===== src/design/assert_macros.svh =====
// Assertion helpers shared by the design files.
`ifndef ASSERT_MACROS_SVH
`define ASSERT_MACROS_SVH

// Property holds at every clock edge outside reset.
`define ASSERT_AT(lbl, clk, rst_n, prop, msg) \
	lbl: assert property (@(posedge clk) disable iff (!rst_n) (prop)) else $error(msg);

// Antecedent in one cycle implies consequent in the next.
`define ASSERT_NEXT(lbl, clk, rst_n, ante, cons, msg) \
	lbl: assert property (@(posedge clk) disable iff (!rst_n) (ante) |=> (cons)) else $error(msg);

`endif


===== src/design/pce_pkg.sv =====
// ----------------------------------------------------------------------------
// pce_pkg
// Types, codes and step functions for the PCI configuration bus enumerator.
// ----------------------------------------------------------------------------
`default_nettype none

package pce_pkg;

	localparam int unsigned QUEUE_DEPTH = 4;
	localparam int unsigned QUEUE_CNT_W = $clog2(QUEUE_DEPTH + 1);

	localparam logic OP_START = 1'b0;
	localparam logic OP_DATA  = 1'b1;

	localparam logic [1:0] KIND_READ   = 2'd0;
	localparam logic [1:0] KIND_RECORD = 2'd1;
	localparam logic [1:0] KIND_DONE   = 2'd2;

	localparam logic [7:0]  OFF_ID     = 8'h00;
	localparam logic [7:0]  OFF_CLASS  = 8'h08;
	localparam logic [7:0]  OFF_HEADER = 8'h0E;
	localparam logic [15:0] VENDOR_NONE = 16'hFFFF;
	localparam logic [7:0]  LAST_BUS_RESET = 8'd255;

	typedef enum logic [3:0] {
		PH_IDLE   = 4'b0001,
		PH_ID     = 4'b0010,
		PH_CLASS  = 4'b0100,
		PH_HEADER = 4'b1000
	} phase_t;

	typedef struct packed {
		logic        op;
		logic [31:0] read_data;
	} req_t;

	typedef struct packed {
		logic [1:0]  kind;
		logic [31:0] cfg_address;
		logic [7:0]  bus_number;
		logic [4:0]  device_number;
		logic [2:0]  function_number;
		logic [15:0] vendor_code;
		logic [15:0] device_code;
		logic [31:0] class_revision;
		logic [7:0]  header_byte;
		logic        last;
	} rsp_t;

	typedef struct packed {
		phase_t      phase;
		logic [7:0]  bus;
		logic [4:0]  dev;
		logic [2:0]  fn;
		logic        mf;
		logic [31:0] id;
		logic [31:0] cls;
	} scan_t;

	typedef struct packed {
		scan_t st;
		rsp_t  rsp;
	} adv_t;

	localparam scan_t SCAN_RESET = '{phase: PH_IDLE, bus: 8'd0, dev: 5'd0, fn: 3'd0,
		mf: 1'b0, id: 32'd0, cls: 32'd0};

	// Mechanism one address: enable, bus, device, function, dword offset.
	function automatic rsp_t read_req(scan_t s, logic [7:0] off);
		rsp_t r;
		r = '0;
		r.kind = KIND_READ;
		r.cfg_address = {1'b1, 7'd0, s.bus, s.dev, s.fn, off[7:2], 2'b00};
		r.last = 1'b1;
		return r;
	endfunction

	// Step to the next function/device/bus, then issue its id read or finish.
	function automatic adv_t follow(scan_t s, logic [7:0] last_bus);
		adv_t a;
		logic done;
		a.st = s;
		a.rsp = '0;
		done = 1'b0;
		if (s.mf && s.fn != 3'd7) begin
			a.st.fn = s.fn + 3'd1;
		end else begin
			a.st.fn = 3'd0;
			a.st.mf = 1'b0;
			if (s.dev != 5'd31) begin
				a.st.dev = s.dev + 5'd1;
			end else begin
				a.st.dev = 5'd0;
				if (s.bus >= last_bus || s.bus == 8'hFF) begin
					a.st.bus = 8'd0;
					done = 1'b1;
				end else begin
					a.st.bus = s.bus + 8'd1;
				end
			end
		end
		if (done) begin
			a.st.phase = PH_IDLE;
			a.rsp.kind = KIND_DONE;
			a.rsp.last = 1'b1;
		end else begin
			a.st.phase = PH_ID;
			a.rsp = read_req(a.st, OFF_ID);
		end
		return a;
	endfunction

endpackage

`default_nettype wire


===== src/design/pce_step.sv =====
// ----------------------------------------------------------------------------
// pce_step
// Scan sequencer logic: next scan state and up to two results per request.
// ----------------------------------------------------------------------------
`default_nettype none

module pce_step (
	input  pce_pkg::scan_t cur,
	input  logic [7:0]     last_bus,
	input  pce_pkg::req_t  req,
	output pce_pkg::scan_t nxt,
	output logic [1:0]     n_res,
	output pce_pkg::rsp_t  res0,
	output pce_pkg::rsp_t  res1
);

	pce_pkg::scan_t tmp;
	pce_pkg::adv_t  adv;

	always_comb begin
		nxt = cur;
		n_res = 2'd0;
		res0 = '0;
		res1 = '0;
		tmp = cur;
		adv = '0;
		unique case (cur.phase)
			pce_pkg::PH_IDLE: begin
				if (req.op == pce_pkg::OP_START) begin
					nxt.bus = 8'd0;
					nxt.dev = 5'd0;
					nxt.fn = 3'd0;
					nxt.mf = 1'b0;
					nxt.phase = pce_pkg::PH_ID;
					res0 = pce_pkg::read_req(nxt, pce_pkg::OFF_ID);
					n_res = 2'd1;
				end
			end
			pce_pkg::PH_ID: begin
				if (req.op == pce_pkg::OP_DATA) begin
					n_res = 2'd1;
					if (req.read_data[15:0] == pce_pkg::VENDOR_NONE) begin
						// absent: skip this function, or the whole device at function 0
						if (cur.fn == 3'd0) tmp.mf = 1'b0;
						adv = pce_pkg::follow(tmp, last_bus);
						nxt = adv.st;
						res0 = adv.rsp;
					end else begin
						nxt.id = req.read_data;
						nxt.phase = pce_pkg::PH_CLASS;
						res0 = pce_pkg::read_req(cur, pce_pkg::OFF_CLASS);
					end
				end
			end
			pce_pkg::PH_CLASS: begin
				if (req.op == pce_pkg::OP_DATA) begin
					n_res = 2'd1;
					nxt.cls = req.read_data;
					nxt.phase = pce_pkg::PH_HEADER;
					res0 = pce_pkg::read_req(cur, pce_pkg::OFF_HEADER);
				end
			end
			pce_pkg::PH_HEADER: begin
				if (req.op == pce_pkg::OP_DATA) begin
					n_res = 2'd2;
					if (cur.fn == 3'd0) tmp.mf = req.read_data[23];
					res0.kind = pce_pkg::KIND_RECORD;
					res0.bus_number = cur.bus;
					res0.device_number = cur.dev;
					res0.function_number = cur.fn;
					res0.vendor_code = cur.id[15:0];
					res0.device_code = cur.id[31:16];
					res0.class_revision = cur.cls;
					res0.header_byte = req.read_data[23:16];
					adv = pce_pkg::follow(tmp, last_bus);
					nxt = adv.st;
					res1 = adv.rsp;
				end
			end
			default: begin
				nxt = cur;
			end
		endcase
	end

endmodule

`default_nettype wire


===== src/design/pce_out_queue.sv =====
// ----------------------------------------------------------------------------
// pce_out_queue
// Result queue: takes up to two results per cycle, presents the oldest.
// ----------------------------------------------------------------------------
`default_nettype none

`include "assert_macros.svh"

module pce_out_queue (
	input  logic          clk,
	input  logic          arst_n,
	input  logic [1:0]    push_n,
	input  pce_pkg::rsp_t d0,
	input  pce_pkg::rsp_t d1,
	output logic          room,
	output logic          rsp_valid,
	input  logic          rsp_ready,
	output pce_pkg::rsp_t rsp
);

	localparam int unsigned DEPTH = pce_pkg::QUEUE_DEPTH;
	localparam int unsigned CNT_W = pce_pkg::QUEUE_CNT_W;

	pce_pkg::rsp_t          ent_q [DEPTH];
	pce_pkg::rsp_t          ent_d [DEPTH];
	logic [CNT_W-1:0]       cnt_q;
	logic [CNT_W-1:0]       base;
	logic                   pop;

	assign pop = rsp_valid && rsp_ready;
	assign base = cnt_q - CNT_W'(pop);
	assign rsp_valid = (cnt_q != '0);
	assign rsp = ent_q[0];
	assign room = (cnt_q <= CNT_W'(DEPTH - 2));

	// Shift toward the head on a pop, then append behind what stays.
	always_comb begin
		for (int i = 0; i < DEPTH; i++) begin
			if (pop && i < DEPTH - 1) ent_d[i] = ent_q[(i + 1) % DEPTH];
			else ent_d[i] = ent_q[i];
			if (push_n != 2'd0 && CNT_W'(i) == base) ent_d[i] = d0;
			if (push_n == 2'd2 && CNT_W'(i) == base + CNT_W'(1)) ent_d[i] = d1;
		end
	end

	always_ff @(posedge clk) begin
		for (int i = 0; i < DEPTH; i++) ent_q[i] <= ent_d[i];
	end

	always_ff @(posedge clk or negedge arst_n) begin
		if (!arst_n) begin
			cnt_q <= '0;
		end else begin
			cnt_q <= base + CNT_W'(push_n);
		end
	end

	`ASSERT_AT(a_cnt_max, clk, arst_n, cnt_q <= CNT_W'(DEPTH), "result queue count beyond depth")
	`ASSERT_AT(a_push_room, clk, arst_n, push_n == 2'd0 || room, "push without room")
	`ASSERT_NEXT(a_pop_push, clk, arst_n, pop && push_n == 2'd0,
		cnt_q == $past(cnt_q) - CNT_W'(1), "pop without push did not drop one entry")

endmodule

`default_nettype wire


===== src/design/pci_config_bus_enumerator.sv =====
// PCI configuration mechanism #1 bus enumerator.
// Request channel (req_valid/req_ready, req): op start begins a scan over
// buses 0..last_bus and devices 0..31; op data returns the dword for the
// last issued config read. Response channel (rsp_valid/rsp_ready, rsp):
// config read addresses, one record per present function, and a finished
// marker; last flags the final response caused by a request.
// Throughput: one request per cycle while req_ready is high; a request
// completing a function gives two responses (record plus next read or
// finish), so the output side sets the pace then. A four-entry result
// queue separates the channels; req_ready is high while it has room
// for two responses, so a stalled receiver holds the block off after
// three more requests at most and nothing is dropped.
// cfg_we writes last_bus (reset 255) at once; write it only when idle.
// Reset: no scan running, queue empty, last_bus back to 255.
// ----------------------------------------------------------------------------
// pci_config_bus_enumerator
// Top level: scan state registers, sequencer logic and result queue.
// ----------------------------------------------------------------------------
`default_nettype none

`include "assert_macros.svh"

module pci_config_bus_enumerator (
	input  logic          clk,
	input  logic          arst_n,
	input  logic          cfg_we,
	input  logic [7:0]    cfg_wdata,
	input  logic          req_valid,
	output logic          req_ready,
	input  pce_pkg::req_t req,
	output logic          rsp_valid,
	input  logic          rsp_ready,
	output pce_pkg::rsp_t rsp
);

	pce_pkg::scan_t scan_q;
	pce_pkg::scan_t scan_d;
	logic [7:0]     last_bus_q;
	logic [1:0]     n_res;
	logic [1:0]     push_n;
	pce_pkg::rsp_t  res0;
	pce_pkg::rsp_t  res1;
	logic           fire;

	assign fire = req_valid && req_ready;
	assign push_n = fire ? n_res : 2'd0;

	pce_step u_step (
		.cur      (scan_q),
		.last_bus (last_bus_q),
		.req      (req),
		.nxt      (scan_d),
		.n_res    (n_res),
		.res0     (res0),
		.res1     (res1)
	);

	pce_out_queue u_queue (
		.clk       (clk),
		.arst_n    (arst_n),
		.push_n    (push_n),
		.d0        (res0),
		.d1        (res1),
		.room      (req_ready),
		.rsp_valid (rsp_valid),
		.rsp_ready (rsp_ready),
		.rsp       (rsp)
	);

	always_ff @(posedge clk or negedge arst_n) begin
		if (!arst_n) begin
			scan_q <= pce_pkg::SCAN_RESET;
			last_bus_q <= pce_pkg::LAST_BUS_RESET;
		end else begin
			if (fire) scan_q <= scan_d;
			if (cfg_we) last_bus_q <= cfg_wdata;
		end
	end

	`ASSERT_AT(a_phase_hot, clk, arst_n, $onehot(scan_q.phase), "scan phase not one-hot")
	`ASSERT_AT(a_idle_data, clk, arst_n,
		!(fire && scan_q.phase == pce_pkg::PH_IDLE && req.op == pce_pkg::OP_DATA)
		|| n_res == 2'd0, "data while idle produced a response")
	`ASSERT_AT(a_hdr_two, clk, arst_n,
		!(fire && scan_q.phase == pce_pkg::PH_HEADER && req.op == pce_pkg::OP_DATA)
		|| n_res == 2'd2, "header data must give record and follow-up")

endmodule

`default_nettype wire


===== config.mk =====
export PLATFORM = sky130hd
export DESIGN_NAME = pci_config_bus_enumerator
export DESIGN_NICKNAME = d
export VERILOG_FILES = /design/src/design/pce_pkg.sv /design/src/design/pce_step.sv /design/src/design/pce_out_queue.sv /design/src/design/pci_config_bus_enumerator.sv
export VERILOG_INCLUDE_DIRS = /design/src /design/src/design
export SDC_FILE = /design/constraint.sdc
export NUM_CORES = 1
export LEC_CHECK = 0
export BUFFER_PORTS_ARGS = -buffer_cell sky130_fd_sc_hd__clkbuf_2
export CORE_UTILIZATION = 28
export CTS_BUF_LIST = sky130_fd_sc_hd__clkbuf_16
export DETAILED_ROUTE_END_ITERATION = 16
export SLEW_MARGIN = 20
export SYNTH_ARGS = -nofsm -noshare
export SYNTH_HDL_FRONTEND = slang
export SYNTH_SLANG_ARGS = --single-unit

===== constraint.sdc =====
create_clock -name clk -period 4.6 [get_ports clk]
set_input_delay 0.69 -clock clk [delete_from_list [all_inputs] [get_ports clk]]
set_output_delay 0.69 -clock clk [all_outputs]
set_load 0.01 [all_outputs]

=== Word level (Yosys, flattened, before mapping) ===
Memories as Yosys holds them, arrays and structs flattened.
Index checks and enable logic that the tools add are counted.

* Word-level logic and storage cells: 136
* Input bits: 46
* Memories kept: 1
* Register bits after elaboration: 96
* RAM bits: 492

{| class="wikitable"
|+ Memory list
! memory !! words !! bits a word !! read ports !! clocked after memory_dff !! wr ports !! line !! source
|-
| u_queue.ent_q || 4 || 123 || 4 || 0 || 4 || pce_out_queue.sv:24 || <nowiki>pce_pkg::rsp_t ent_q [DEPTH];</nowiki>
|}

* Order comparisons: 2
* Add/sub/neg operators: 6
* Equality and inequality tests: 20
* Multiplexer cells: 70
* Bitwise logic cells: 3
* Reductions and logical operators: 25

{| class="wikitable"
|+ Operators by type and width
! cell !! number
|-
| $mux W123 || 15
|-
| $pmux W88 S4 || 1
|-
| $mux W121 || 2
|-
| $mux W120 || 2
|-
| $pmux W32 S3 || 2
|-
| $mux W85 || 2
|-
| $mux W88 || 1
|-
| $mux W32 || 2
|-
| $pmux W32 S2 || 1
|-
| $pmux W17 S3 || 1
|-
| $mux W13 || 2
|-
| $mux W21 || 1
|-
| $mux W1 || 20
|-
| $mux W17 || 1
|-
| $eq A16 B16 Y1 const B || 1
|-
| $mux W8 || 2
|-
| $pmux W4 S4 || 1
|-
| $eq A2 B3 Y1 const A || 4
|-
| $logic_and A1 B1 Y1 || 12
|-
| $mux W2 || 6
|-
| $reduce_and A6 Y1 || 2
|-
| $reduce_and A5 Y1 || 2
|-
| $logic_not A3 Y1 || 3
|-
| $mux W3 || 3
|-
| 29 further kinds || 37
|}

=== Logic depth before layout (Yosys ltp) ===
Gate-level depths: netlist of run 1.

* Word-level depth: 16
* Gate-level depth with buffers: 18
* Gate-level depth less buffers: 13

=== Modules after synthesis ===
A second synthesis of run 1 with hierarchy kept.

* Cell total of the unflattened synthesis: 3496
* Area, all modules: 35366.4 um2

{| class="wikitable"
|+ By module, submodules not included
! module !! cells an instance !! instances !! area each (um2)
|-
| pce_out_queue || 2606 || 1 || 27476.4
|-
| pce_step || 691 || 1 || 4212.8
|-
| pci_config_bus_enumerator || 199 || 1 || 3677.3
|}

=== Worst setup path after synthesis of run 1 ===
OpenSTA, ideal clock, no wires.

* Path kind: reg2reg
* Start: register, netlist name u_queue.cnt_q[0]
* End: memory u_queue.ent_q[1][0] in the netlist's numbering (enable)
* Cell stages (with the launch flop): 16
* Data required time: 4.154 ns
* Path buffers: 4
* Arrival: 4.113 ns
* Library setup time: 0.446 ns
* Slack: 0.041 ns
* Cell sequence: dfrtp_1 or3_1 nand2_1 clkinv_1 clkbuf_1 clkbuf_1 ha_1 ha_1 xor2_1 inv_1 ha_1 and3_1 buf_2 nand3_1 clkbuf_1 nand3_1

{| class="wikitable"
|+ RTL lines
! item !! line
|-
| end, declared || pce_out_queue.sv:24
|}

==> flow_summary.toml, run 1 <==
[critical_path]
cp.arrival_ns = 4.40
cp-startpoint = "u_queue.cnt_q[0]$_DFF_PN0_"
worstSetupStartpointType = "register"
critPathCaptureType = "register"
reg2reg_to = "u_queue.ent_q[0][112]$_DFFE_PP_"
ff2ff_setup_slack_ns = 0.70
cp.required_ns = 5.10
r2r-start = "u_queue.cnt_q[0]$_DFF_PN0_"
critPathKind = "register to register"
rr_worst_depth = 13
cp_max_fo = 93

[drt]
first_iter_violations = 1861
first_pass_iters = 5
drt_wl_total_mm = 75.98
viasPerCell = 5.329
route.vias.total = 19610
wl_per_cell_microns = 20.65
drtAntennaViolNets = 0
drt_drc_violations_left = 0

[place]
dp.final_hpwl_mm = 46.58
place_inst = 3567
gp_congestion = 0.8884
place_ws_ns = 0.6300
portBuffers = 157

[timing]
tightest_slew_ns = 1.127
hold_violations = 0
fin_crit_ns = 3.896
setup_slack_ns = 0.7042
rsz0062_at_grt = "false"
fin_skew_ns = 0.05488
fin_setup_tns_ns = 0
setup-violations-final = 0
period_share_pct = 84.69
fmaxAchievable_mhz = 256.7
drv_slew = 0
relSlewSlack_pct = 24.21

[yosys]
synth_edf_count = 76
synth-simple-area-share_pct = 14.19
synthMuxAreaShare_pct = 3.648
synth_top_family_by_area = "compound AO/OA/AOI/OAI gates"
synthCells = 2518
yosys_warnings = 0
synth_fa_ha_area_share_pct = 1.063
synth_compound_gate_area_share_pct = 23.70
async_reset_ff_share_pct = 17.91
synth.area.top_cells = "dfxtp_1 32%, edfxtp_1 9.9%, dfrtp_1 9.4%, nand2_1 7.6%, a22oi_1 5.4%"
ys_ff_latch = 536
synth_top_cell_by_area = "dfxtp_1"
synth_top_area_share_pct = 31.57
yosysUniqueCellTypes = 73
postSynthAreaPerCell_sq_um = 9.166
synth_xor_area_share_pct = 0.2277
yosysSeqAreaShare_pct = 51.92
synthesis.area_sq_um = 23080
ys.flop_type = "dfxtp_1"

[global_routing]
grt_pass1_vias = 18060
grt_use_total_pct = 17.83
antenna_found_initial = 1
grt_max_degree = 159
grt_pass1_wl_mm = 115.7
grt.overflow.total = 0

[floorplan]
start_util_pct = 28.47
die_w_microns = 289.1
io_pins = 171
core-area_sq_um = 81070
die_h_microns = 289.1
dieArea_sq_um = 83580
num_rows = 104

[cts]
post_cts_buffers = 0
cts.path.max_buffers = 3
cts_resized = 0
cts.reportedPaths.clkPinSlew_ns = 0.06
htree_levels = 2
root_buffer = "clkbuf_16"
cts_tree = "done"
cts_made_buffers = 59
cts_sinks = 536
holdBufCountCts = 0
clk_latency_ns = 0.65

[power_and_ir_drop]
p_leak_nw = 9.930
powerDensity_nw_per_um2 = 401.5
ir_worst_vdd_mv = 0.3161

[finish]
final_common_cell = "nand2_1"
final_cell_mix = "469 x nand2_1, 364 x dfxtp_1, 173 x o21ai_0"
fin_nets = 2633
fillers = 8359
areaGrowthSynthToFinish_pct = 15.95
drive_gt1_share_pct = 15.35
fin_cells = 3680

[min_path]
worstHoldPathType = "input port to async pin"

[run_status]
outcome = "finished clean"

[flow_run]
max_cap_violations = 0
## power by group
part	internal [mW]	total [mW]	switching [mW]	leakage [nW]
Combinational	0.150	0.967	0.816	4.16
Clock	2.88	4.96	2.08	1.05
Sequential	4.81	4.82	0.0121	4.72
## per-stage QoR
stage                     util [%]  hold slack (ns)  cell area [sq um]  power [mW]
after detailed placement     30.49           0.4395              24720       5.876
after floorplan                  -           0.3944              23120       5.461
final                        33.01           0.1494              26760       10.75
after CTS                    33.01           0.1732              26760       10.85
after global placement       30.49           0.4337              24720       5.881
after global routing         33.01           0.2274              26760       11.13
## cell families (layout without fill, tap and decap cells)
logic type                 count (synthesis)  after routing
xor gates and xnor gates                   6              6
and+or+nand+nor                          767            767
buffers and inverters                    266            355
DFF                                      536            536
adders and majority gates                 19             19
muxes                                     76             76
AOI/OAI and AO/OA                        847            847
other                                      1             14
## worst max-delay path, cell delays in order, from the launching register on
cell and delay [ns]:
dfrtp_1 0.38, or3_1 0.45, nand2_4 0.12, inv_4 0.04
ha_1 0.17, ha_1 0.18, xor2_1 0.21, inv_1 0.15
ha_1 0.31, nand3_1 0.21, nor3_2 0.31, buf_4 0.86
nand2_1 0.17, o22ai_1 0.19
## synthesized netlist by cell type, types with 65 or more instances
library cell and n:
a22o_1 85, a22oi_1 165, a21oi_1 100, nor2_1 149, edfxtp_1 76, clkbuf_1 139
dfrtp_1 87, o21ai_0 173, o21ai_1 82, mux2_2 65, dfxtp_1 364, nand2_1 470
a31oi_1 89
## registers in the layout (all words and copies together), names as in the netlist
name and cells:
u_queue.cnt_q 3, last_bus_q 8, u_queue.ent_q 440, scan_q 85
## per-layer routing
layer / routed length (microns) / vias to the layer above / track usage (%)
li1: - / 9173 / -
met1: 34850 / 9601 / 25.39
met4: 2205 / 2 / 5.539
met2: 33020 / 711 / 26.64
met3: 5878 / 124 / 3.961
met5: 13 / - / 0
## layout make-up
type | count | area (sq um) | area share [%]
Clock buffer | 61 | 1526 | 5.704
Inverter | 37 | 141.4 | 0.5283
Sequential cell | 536 | 11980 | 44.78
Tap cell | 1060 | 1326 | 4.956
Clock inverter | 51 | 518.0 | 1.936
Timing Repair Buffer | 206 | 1231 | 4.600
Multi-Input combinational cell | 1728 | 10030 | 37.49
Antenna cell | 1 | 2.502 | 0.009351
## how the worst max path moves through the flow
| stage | endpoint | slack, ns | cells after the start |
|---|---|---|---|
| 2_1_floorplan | u_queue.ent_q[1][0]$_DFFE_PP_ | 0.04 | 15 |
| 5_1_grt | u_queue.ent_q[0][112]$_DFFE_PP_ | 0.38 | 13 |
| 3_5_place_dp | u_queue.ent_q[0][112]$_DFFE_PP_ | 0.63 | 13 |
| 6_report | u_queue.ent_q[0][112]$_DFFE_PP_ | 0.70 | 13 |
| 3_3_place_gp | u_queue.ent_q[0][112]$_DFFE_PP_ | 0.67 | 13 |
| 4_1_cts | u_queue.ent_q[0][112]$_DFFE_PP_ | 0.68 | 13 |
No activity file was read; power rests on OpenSTA's default activity.
==> run 2, diff against run 1 <==
Clock period 4.6 ns to 3.76 ns, I/O delays scaled along.
==> flow_summary.toml, run 2 (synthesis gave the netlist of run 1 again) <==
[run_status]
outcome = "finished clean"

[global_routing]
grt_pass1_vias = 18240
grt_max_degree = 95
grt.overflow.total = 0
grt_pass1_wl_mm = 113.5
antenna_found_initial = 3
grt_use_total_pct = 17.44

[cts]
clk_latency_ns = 0.66
cts.path.max_buffers = 3
cts_sinks = 536
holdBufCountCts = 0
post_cts_buffers = 0
cts_tree = "done"
cts_resized = 0
cts_made_buffers = 57
htree_levels = 2
cts.reportedPaths.clkPinSlew_ns = 0.06
root_buffer = "clkbuf_16"

[timing]
period_share_pct = 91.38
rsz0062_at_grt = "false"
fmaxAchievable_mhz = 291.1
fin_crit_ns = 3.436
relSlewSlack_pct = 28.38
drv_slew = 0
setup_slack_ns = 0.3243
fin_setup_tns_ns = 0
setup-violations-final = 0
tightest_slew_ns = 1.074
fin_skew_ns = 0.05030
hold_violations = 0

[power_and_ir_drop]
ir_worst_vdd_mv = 0.3717
total_power_mw = 12.81
powerDensity_nw_per_um2 = 473.2
p_leak_nw = 10.04

[finish]
fin_area_sq_um = 27060
fillers = 8370
largest_reg_flops = 440
final_common_cell = "nand2_1"
fin_nets = 2668
seq_area_sq_um = 11980
regMostFlops = "u_queue.ent_q"
largestRegisters = "u_queue.ent_q (440), scan_q (85), last_bus_q (8)"
multi_input_area_sq_um = 10080
drive_gt1_share_pct = 16.78
final_cell_mix = "468 x nand2_1, 364 x dfxtp_1, 172 x o21ai_0"
areaGrowthSynthToFinish_pct = 17.26

[floorplan]
start_util_pct = 28.47
die_h_microns = 289.1
core-area_sq_um = 81070
io_pins = 171
die_w_microns = 289.1
num_rows = 104
dieArea_sq_um = 83580

[drt]
drt_wl_total_mm = 74.70
drtAntennaViolNets = 0
first_pass_iters = 8
viasPerCell = 5.254
drt_drc_violations_left = 0
wl_per_cell_microns = 20.11
first_iter_violations = 1640
route.vias.total = 19520

[critical_path]
worstSetupStartpointType = "register"
slowest_stage = "buf_4"
path_buf_inv = 3
ff2ff_setup_slack_ns = 0.32
cp-startpoint = "u_queue.cnt_q[0]$_DFF_PN0_"
r2r-start = "u_queue.cnt_q[0]$_DFF_PN0_"
crit_top_cell = "ha_1"
crit_chain = "or3_4 > nand2_4 > clkinv_4 > ha_1 > ha_1 > xor2_2 > inv_2 > ha_4 > and3_1 > nand2_2 > a21boi_4 > buf_4 > a22o_1"
rr_worst_depth = 13
cpPeakStageDelay_ns = 0.74
crit_family = "buffers and inverters"
critPathCaptureType = "register"
critPathKind = "register to register"
reg2reg_to = "u_queue.ent_q[3][44]$_SDFFE_PP0P_"
cp_max_fo = 79
cp.required_ns = 4.32
cp.arrival_ns = 4.00

[place]
placedInstanceArea_sq_um = 25170
place_ws_ns = 0.3674
gp_congestion = 0.9457
dp.final_hpwl_mm = 48.05
portBuffers = 157

[flow_run]
max_cap_violations = 0

[min_path]
worstHoldPathType = "input port to async pin"
run 2: cell count changes in the layout (fill, tap and decap cells not counted), sizes merged, moves of 3 or more:
cell,change
clkinvlp,+4
bufinv,-3
clkinv,+9
buf,+37
clkbuf,-3
inv,-11
run 2: area by class of cell:
cell class              count  area share, %
well taps                1060          4.901
diodes                      3        0.02774
multi-input cells        1728          37.25
clock buffers              58          5.363
flip-flops and latches    536          44.28
clock inverters            50          1.614
repair buffers            243          5.992
inverters                  37         0.5733
run 2: where the power goes:
group	leakage (nW)	internal [mW]	switching [mW]
clock	0.950	3.17	2.48
sequential	4.72	5.88	0.0178
combinational	4.36	0.260	0.997
run 2: through the flow:
step                instances  hold WS (ns)  util [%]
global route             3714       0.07363     33.38
floorplan                2530        0.2684         -
detailed placement       3604        0.4409     31.04
CTS                      3712       0.03786     33.37
finish                   3715       0.01205     33.38
global placement         3604        0.4340     31.04
run 2: worst max path at each step:
stage                                                    to  slack (ns)  depth (start not counted)
after floorplan               u_queue.ent_q[2][0]$_DFFE_PP_        0.01                         16
after global placement    u_queue.ent_q[3][20]$_SDFFE_PP0P_        0.41                         13
after detailed placement  u_queue.ent_q[3][20]$_SDFFE_PP0P_        0.37                         13
after CTS                 u_queue.ent_q[3][44]$_SDFFE_PP0P_        0.36                         13
after global routing      u_queue.ent_q[3][44]$_SDFFE_PP0P_        0.13                         13
final                     u_queue.ent_q[3][44]$_SDFFE_PP0P_        0.32                         13
run 2: metal layers:
| metal | global-route usage (%) | vias to the layer above | wire [microns] |
|---|---|---|---|
| li1 | - | 9259 | - |
| met1 | 23.98 | 9433 | 33370 |
| met2 | 27.00 | 720 | 33370 |
| met3 | 3.677 | 107 | 5745 |
| met4 | 6.013 | 0 | 2218 |
| met5 | 0 | - | 0 |
